==> src/hdl/framed_link_deframer_unit_macros.svh <==
// ----------------------------------------------------------------------------
// framed_link_deframer_unit_macros
// Assertion macros for the frame deframer.
// ----------------------------------------------------------------------------
`ifndef FRAMED_LINK_DEFRAMER_UNIT_MACROS_SVH
`define FRAMED_LINK_DEFRAMER_UNIT_MACROS_SVH

// Condition holds in the same cycle as its trigger.
`define FLD_ASSERT_SAME(label, clk, rst, trig, cond) \
  label: assert property (@(posedge clk) disable iff (rst) (trig) |-> (cond)) \
    else $error("deframer check failed");

// Condition holds in the cycle after its trigger.
`define FLD_ASSERT_NEXT(label, clk, rst, trig, cond) \
  label: assert property (@(posedge clk) disable iff (rst) (trig) |=> (cond)) \
    else $error("deframer check failed");

`endif

==> src/hdl/fld_pkg.sv <==
// ----------------------------------------------------------------------------
// fld_pkg
// Types and constants shared by the frame deframer modules.
// ----------------------------------------------------------------------------
package fld_pkg;

  localparam logic [7:0] SYNC_BYTE  = 8'h68;
  localparam logic [7:0] STOP_BYTE  = 8'h16;
  localparam logic [8:0] HEAD_BYTES = 9'd4;
  localparam logic [8:0] PRE_BODY   = 9'd7;
  localparam logic [8:0] TAIL_BYTES = 9'd3;

  localparam logic [2:0] KIND_BODY     = 3'd0;
  localparam logic [2:0] KIND_GOOD     = 3'd1;
  localparam logic [2:0] KIND_BAD_SUM  = 3'd2;
  localparam logic [2:0] KIND_NO_STOP  = 3'd3;
  localparam logic [2:0] KIND_OVERFLOW = 3'd4;

  typedef struct packed {
    logic        hunting;
    logic        header_valid;
    logic [8:0]  bytes_seen;
    logic [8:0]  frame_total;
    logic [7:0]  length_first;
    logic [7:0]  length_second;
    logic [15:0] running_sum;
    logic [7:0]  tail_low;
    logic [7:0]  tail_high;
    logic [9:0]  fill_level;
  } state_t;

  typedef struct packed {
    logic [2:0] kind;
    logic [7:0] data;
    logic [8:0] index;
  } result_t;

  localparam state_t STATE_RESET = '{
    hunting:       1'b1,
    header_valid:  1'b0,
    bytes_seen:    9'd0,
    frame_total:   9'd0,
    length_first:  8'd0,
    length_second: 8'd0,
    running_sum:   16'd0,
    tail_low:      8'd0,
    tail_high:     8'd0,
    fill_level:    10'd0
  };

endpackage

==> src/hdl/fld_core.sv <==
// ----------------------------------------------------------------------------
// fld_core
// Per-byte frame logic: next state and optional result for one received byte.
// ----------------------------------------------------------------------------
module fld_core #(
  parameter int BUFFER_BYTES = 512
) (
  input  fld_pkg::state_t  cur,
  input  logic [7:0]       rx,
  output fld_pkg::state_t  nxt,
  output fld_pkg::result_t res,
  output logic             res_valid
);

  localparam logic [10:0] BUF_LIMIT = 11'(BUFFER_BYTES);

  logic [10:0] fill_inc;
  logic [8:0]  done;
  logic [9:0]  seen_w;
  logic [9:0]  total_w;
  logic [15:0] tail;

  assign fill_inc = {1'b0, cur.fill_level} + 11'd1;

  always_comb begin
    nxt       = cur;
    res       = '0;
    res_valid = 1'b0;
    done      = '0;
    seen_w    = '0;
    total_w   = '0;
    tail      = {cur.tail_high, cur.tail_low};

    // buffer would fill: abandon any frame in progress
    if (fill_inc >= BUF_LIMIT) begin
      if (!nxt.hunting) begin
        if (nxt.header_valid && nxt.bytes_seen > fld_pkg::HEAD_BYTES) begin
          done = nxt.bytes_seen - fld_pkg::HEAD_BYTES;
          if (nxt.frame_total >= fld_pkg::PRE_BODY &&
              done > nxt.frame_total - fld_pkg::PRE_BODY) begin
            done = nxt.frame_total - fld_pkg::PRE_BODY;
          end
        end
        res.kind  = fld_pkg::KIND_OVERFLOW;
        res.index = done;
        res_valid = 1'b1;
      end
      nxt.hunting    = 1'b1;
      nxt.fill_level = '0;
    end

    if (nxt.hunting) begin
      if (rx == fld_pkg::SYNC_BYTE) begin
        nxt.bytes_seen   = 9'd1;
        nxt.header_valid = 1'b0;
        nxt.hunting      = 1'b0;
        nxt.running_sum  = '0;
      end
    end else begin
      nxt.bytes_seen = nxt.bytes_seen + 9'd1;
      seen_w  = {1'b0, nxt.bytes_seen};
      total_w = {1'b0, nxt.frame_total};
      if (nxt.bytes_seen == 9'd2) begin
        nxt.length_first = rx;
      end else if (nxt.bytes_seen == 9'd3) begin
        nxt.length_second = rx;
      end else if (nxt.bytes_seen >= fld_pkg::HEAD_BYTES) begin
        if (!nxt.header_valid) begin
          if (rx == fld_pkg::SYNC_BYTE && nxt.length_first == nxt.length_second) begin
            nxt.frame_total  = fld_pkg::HEAD_BYTES + fld_pkg::PRE_BODY
                             + {1'b0, nxt.length_first} + fld_pkg::TAIL_BYTES;
            nxt.header_valid = 1'b1;
          end else begin
            nxt.hunting = 1'b1;
          end
        end else if (seen_w == total_w) begin
          res.index = nxt.frame_total - fld_pkg::PRE_BODY;
          if (rx == fld_pkg::STOP_BYTE) begin
            res.kind = (nxt.running_sum == tail) ? fld_pkg::KIND_GOOD
                                                 : fld_pkg::KIND_BAD_SUM;
          end else begin
            res.kind = fld_pkg::KIND_NO_STOP;
          end
          res_valid   = 1'b1;
          nxt.hunting = 1'b1;
        end else if (seen_w + 10'd2 == total_w) begin
          nxt.tail_low = rx;
        end else if (seen_w + 10'd1 == total_w) begin
          nxt.tail_high = rx;
        end else if (seen_w + 10'd2 < total_w) begin
          nxt.running_sum = nxt.running_sum + {8'd0, rx};
          res.kind  = fld_pkg::KIND_BODY;
          res.data  = rx;
          res.index = nxt.bytes_seen - fld_pkg::HEAD_BYTES - 9'd1;
          res_valid = 1'b1;
        end
      end
    end

    nxt.fill_level = nxt.hunting ? 10'd0 : nxt.fill_level + 10'd1;
  end

endmodule

==> src/hdl/fld_out_stage.sv <==
// ----------------------------------------------------------------------------
// fld_out_stage
// Result register: holds one result beat until the sink takes it.
// ----------------------------------------------------------------------------
module fld_out_stage (
  input  logic             clk,
  input  logic             rst,
  input  logic             load,
  input  fld_pkg::result_t res,
  input  logic             out_ready,
  output logic             out_valid,
  output fld_pkg::result_t res_q,
  output logic             free
);

  assign free = !out_valid || out_ready;

  always_ff @(posedge clk) begin
    if (rst) begin
      out_valid <= 1'b0;
    end else if (load) begin
      out_valid <= 1'b1;
    end else if (out_ready) begin
      out_valid <= 1'b0;
    end
  end

  always_ff @(posedge clk) begin
    if (load) begin
      res_q <= res;
    end
  end

endmodule

==> src/hdl/framed_link_deframer_unit.sv <==
// ----------------------------------------------------------------------------
// framed_link_deframer_unit
// Frame deframer: sync/length header check, body pass-through, 16-bit
// additive checksum and stop byte check with one verdict per frame.
// ----------------------------------------------------------------------------
//   channel   handshake              payload
//   input     in_valid / in_ready    rx_byte
//   output    out_valid / out_ready  result_kind, body_byte, body_index
//
// One byte a cycle sustained while the output is not stalled; a beat taken
// goes to the input register, then to the state update and result load.
// The running sum and counters are computed combinationally from the state register.
// Synchronous reset returns to hunting for sync with the buffer empty.
// A stalled output holds the input register; in_ready drops only then.
module framed_link_deframer_unit #(
  parameter int BUFFER_BYTES = 512
) (
  input  logic       clk,
  input  logic       rst,
  input  logic       in_valid,
  output logic       in_ready,
  input  logic [7:0] rx_byte,
  output logic       out_valid,
  input  logic       out_ready,
  output logic [2:0] result_kind,
  output logic [7:0] body_byte,
  output logic [8:0] body_index
);

`include "framed_link_deframer_unit_macros.svh"

  logic             in_full;
  logic [7:0]       in_byte;
  logic             fire;
  logic             free;
  fld_pkg::state_t  state;
  fld_pkg::state_t  state_next;
  fld_pkg::result_t res;
  fld_pkg::result_t res_q;
  logic             res_valid;

  assign fire     = in_full && free;
  assign in_ready = !in_full || fire;

  always_ff @(posedge clk) begin
    if (rst) begin
      in_full <= 1'b0;
    end else if (in_valid && in_ready) begin
      in_full <= 1'b1;
    end else if (fire) begin
      in_full <= 1'b0;
    end
  end

  always_ff @(posedge clk) begin
    if (in_valid && in_ready) begin
      in_byte <= rx_byte;
    end
  end

  fld_core #(
    .BUFFER_BYTES(BUFFER_BYTES)
  ) u_core (
    .cur       (state),
    .rx        (in_byte),
    .nxt       (state_next),
    .res       (res),
    .res_valid (res_valid)
  );

  always_ff @(posedge clk) begin
    if (rst) begin
      state <= fld_pkg::STATE_RESET;
    end else if (fire) begin
      state <= state_next;
    end
  end

  fld_out_stage u_out (
    .clk       (clk),
    .rst       (rst),
    .load      (fire && res_valid),
    .res       (res),
    .out_ready (out_ready),
    .out_valid (out_valid),
    .res_q     (res_q),
    .free      (free)
  );

  assign result_kind = res_q.kind;
  assign body_byte   = res_q.data;
  assign body_index  = res_q.index;

  // while hunting nothing is buffered
  `FLD_ASSERT_SAME(a_hunt_empty, clk, rst, state.hunting, state.fill_level == 10'd0)
  // an accepted header keeps the byte count short of the frame end
  `FLD_ASSERT_SAME(a_seen_bound, clk, rst, !state.hunting && state.header_valid,
                   state.bytes_seen < state.frame_total)
  // a verdict sends the block back to hunting (an overflow on a sync byte starts a new frame)
  `FLD_ASSERT_NEXT(a_verdict_hunt, clk, rst,
                   fire && res_valid && res.kind != fld_pkg::KIND_BODY, state.hunting)
  // verdicts carry no body byte
  `FLD_ASSERT_SAME(a_verdict_zero, clk, rst,
                   out_valid && result_kind != fld_pkg::KIND_BODY, body_byte == 8'd0)

endmodule

==> config.mk <==
export PLATFORM = sky130hd
export DESIGN_NAME = framed_link_deframer_unit
export DESIGN_NICKNAME = d
export VERILOG_FILES = /design/src/hdl/fld_pkg.sv /design/src/hdl/fld_core.sv /design/src/hdl/fld_out_stage.sv /design/src/hdl/framed_link_deframer_unit.sv
export VERILOG_INCLUDE_DIRS = /design/src /design/src/hdl
export SDC_FILE = /design/constraint.sdc
export NUM_CORES = 1
export LEC_CHECK = 0
export ABC_CLOCK_PERIOD_IN_PS = 8800
export BUFFER_PORTS_ARGS = -buffer_cell sky130_fd_sc_hd__buf_2
export CORE_ASPECT_RATIO = 1.1
export CORE_MARGIN = 3
export CORE_UTILIZATION = 60
export CTS_CLUSTER_SIZE = 14
export DETAILED_ROUTE_END_ITERATION = 12
export HOLD_SLACK_MARGIN = 0.03
export PLACE_DENSITY = 0.78
export RECOVER_POWER = 25
export SYNTH_ARGS = -nofsm -noshare
export SYNTH_HDL_FRONTEND = slang
export SYNTH_SLANG_ARGS = --single-unit
==> constraint.sdc <==
create_clock -name clk -period 8.8 [get_ports clk]
set_clock_uncertainty 0.2 [all_clocks]
set_input_delay 1.32 -clock clk [delete_from_list [all_inputs] [get_ports clk]]
set_output_delay 1.32 -clock clk [all_outputs]
set_load 0.01 [all_outputs]
==> flow_metrics.tcl <==
set metrics [dict create \
    global_route_congestion_overflow_total 0 \
    timing.hold.worst.class "reg -> reg" \
    ir_worst_vdd_uv 125 \
    tritoncts_clock_tree "done" \
    ctsResizeCount 0 \
    drt-vias-per-instance 6.23 \
    dr.pass1.iters 5 \
    numPlacedInstances 933 \
    min_period_over_period_pct 66.5 \
    detailedPlacementHpwl_um 13800 \
    most-common-layout-cells "86 x nor2_1, 80 x dfxtp_1, 51 x nand2_1, 43 x xnor2_1, 41 x a21oi_1" \
    layout_min_cycle_time_ps 5850 \
    max_clock_freq_ghz 0.171 \
    initial_util_pct 62.2 \
    synth.avg_cell_area_sq_um 8.73 \
    layout.cells.most_common "nor2_1" \
    async_reset_ff_share_pct 0 \
    first_global_vias 5634 \
    count_of_flip_flops_with_a_built_in_enable_after_synthesis 28 \
    postSynthRegisterBits 108 \
    pwr-share-clk_pct 45.5 \
    clk_pin_slew_ps 80 \
    power.share.switching_pct 22.7 \
    finalHoldViolCount 0 \
    clkLatencyLatePin_ps 350 \
    mappedNetlistArea_sq_mm 0.00685 \
    ys_types 67 \
    p_comb_share_pct 3.0 \
    num-nets-final 846 \
    post-synth-top-area-cell "dfxtp_1" \
    detail_route.wl_per_cell_um 19.4 \
    antenna-diode-count 0 \
    total_setup_violations_reported_at_the_end_of_the_flow 0 \
    crit_required_ps 8570 \
    total_power_w 0.00101 \
    clk_path_buf_depth 2 \
    synth-main-ff-cell "dfxtp_1" \
    ys.warnings.count 0 \
    ys_top_cells_by_area "dfxtp_1 23%, edfxtp_1 12%, ha_1 6.6%" \
    cts-buffers-inserted 9 \
    seq_power_share_pct 51.5 \
    netlist.area_leader.share_pct 23.4 \
    die_height_um 118 \
    grt_max_degree 69 \
    leakage_nw 2.76 \
    rows 40 \
    worstPathMaxFanout 20 \
    drive_above_1_share_pct 5.61 \
    port_buffers 33 \
    area_growth_syn_to_layout_pct 7.89 \
    core_area_sq_mm 0.0110 \
    antenna_violating_nets_left 0 \
    violations "max-capacitance violations, max-slew violations" \
    worstMarginPinSlew_ps 3240 \
    cts.sinks 108 \
    status "finished with violations" \
    detailroute.via_count 5911 \
    grt_pass1_wl_um 29500 \
    track_usage_pct 29.5 \
    timing.slew.headroom_pct -116 \
    floorplan_die_width_um 108 \
    cellInternalPower_w 0.000777 \
    mappedNetlistNets 833 \
    total_of_max_cap_violations 1 \
    timing.setup.critical_path_class "reg -> reg" \
    finalMaxSlewViolations 69 \
    critical_path.endpoint_type "register" \
    rsz_0062_raised_after_global_routing "false" \
    floorplan.die_area_sq_mm 0.0127 \
    h-tree-depth 3 \
    final-instance-count-excl-fill 949 \
    cts_root_buffer "clkbuf_16" \
    drt_drc_violations_left 0 \
    drt_iter0_drc 401 \
    ios 34 \
    postCtsHoldBufs 0 \
    cp_data_arrival_time_ps 5620 \
    antenna_found_initial 0 \
    power.density_cell_area_mw_per_mm2 136 \
    netlist_instances 784 \
    wirelength_um 18500 \
    post_cts.repair.setup_buffers 0 \
    critical_path_start_type "register" \
    setup-tns-final_ps 0 \
    net-switching-power_w 0.000228 \
    synth-seq-area-share_pct 35.7 \
    place.gp.congestion 0.990 \
]
-- cells by family (layout without fill, tap and decap cells) --
| group | after synthesis | count (layout) | share of synthesized area [%] |
|---|---|---|---|
| flops | 108 | 108 | 35.7 |
| compound gates | 146 | 146 | 14.4 |
| simple gates | 307 | 307 | 23.0 |
| mux | 32 | 32 | 4.68 |
| fa+ha+maj | 37 | 37 | 6.87 |
| xor+xnor | 81 | 81 | 11.0 |
| buf+inv | 73 | 91 | 4.39 |
-- synth_stat cells (all sizes together), types with 4 or more instances --
cell     n
nor2b   12
clkbuf  25
ha      36
or2      6
nor4    14
mux2i   32
xor2    35
buf     11
a22oi    5
o21ai   21
inv     36
and2    16
nor3b    4
o211ai  12
or3      8
nor3    23
nand2b   6
o22ai    4
edfxtp  28
a211o    9
nand3   37
o21bai   5
nor2    86
a21o     4
dfxtp   80
xnor2   43
a21boi   5
nand2   51
a211oi   4
nand4   19
o221ai   6
and3     7
or4      6
a31oi    6
a21oi   41
-- worst max-delay path, stage by stage, from the launching register on --
cell      delay [ps]
dfxtp_1          560
ha_1             320
nand4_1          270
xor2_1           830
nor2_1           130
a41o_1           290
xor2_1           140
ha_1             320
a211oi_1         220
a31oi_1          110
or4_1            460
a21oi_1          410
o211ai_1         210
a21boi_2         960
-- flip-flops by register name, summed over array words and instances, names as in the netlist --
signal / cells
u_out.res_q: 20
u_out.out_valid: 1
state: 78
in_byte: 8
in_full: 1
-- power groups by stage --
stage	logic, W	registers, W	clock network (W)
6_report	0.0000300	0.000518	0.000458
5_1_grt	0.0000333	0.000518	0.000485
4_1_cts	0.0000297	0.000518	0.000462
3_5_place_dp	0.0000296	0.000529	0
3_3_place_gp	0.0000289	0.000529	0
2_1_floorplan	0.0000218	0.000525	0
-- cell type report --
type	count	area (sq um)
clock buffer	9	225
clock inverter	7	119
fill	904	3620
inverter	37	139
multi-input combinational	603	4110
sequential	108	2440
tap	147	184
timing repair buffer	38	170
-- routing by layer --
layer / share of wire, % / vias to the layer above / global-route usage [%]
li1: - / 2840 / -
met2: 48 / 202 / 48.2
met5: 0 / - / 0
met1: 43 / 2821 / 38.5
met3: 6.0 / 48 / 4.66
met4: 3.8 / 0 / 12.4
-- per-stage QoR --
stage	hold WS, ps	setup slack, ps	util [%]	area, sq um
floorplan	252	3350	-	6850
global placement	266	3270	64.3	7080
detailed placement	278	3070	64.3	7080
CTS	296	3040	67.4	7420
global route	337	2680	67.1	7390
finish	303	2950	67.1	7390
-- final timing paths --
| path | from | end | slack [ps] | cells after the start |
|---|---|---|---|---|
| setup reg to reg | state[69] | u_out.res_q[18] | 2950 | 13 |
| setup / recovery | state[69] | u_out.res_q[18] | 2950 | 13 |
| hold reg to reg | state[32] | state[32] | 300 | 2 |
| hold / removal | state[32] | state[32] | 300 | 2 |
Power figures use the tool's default switching activity.
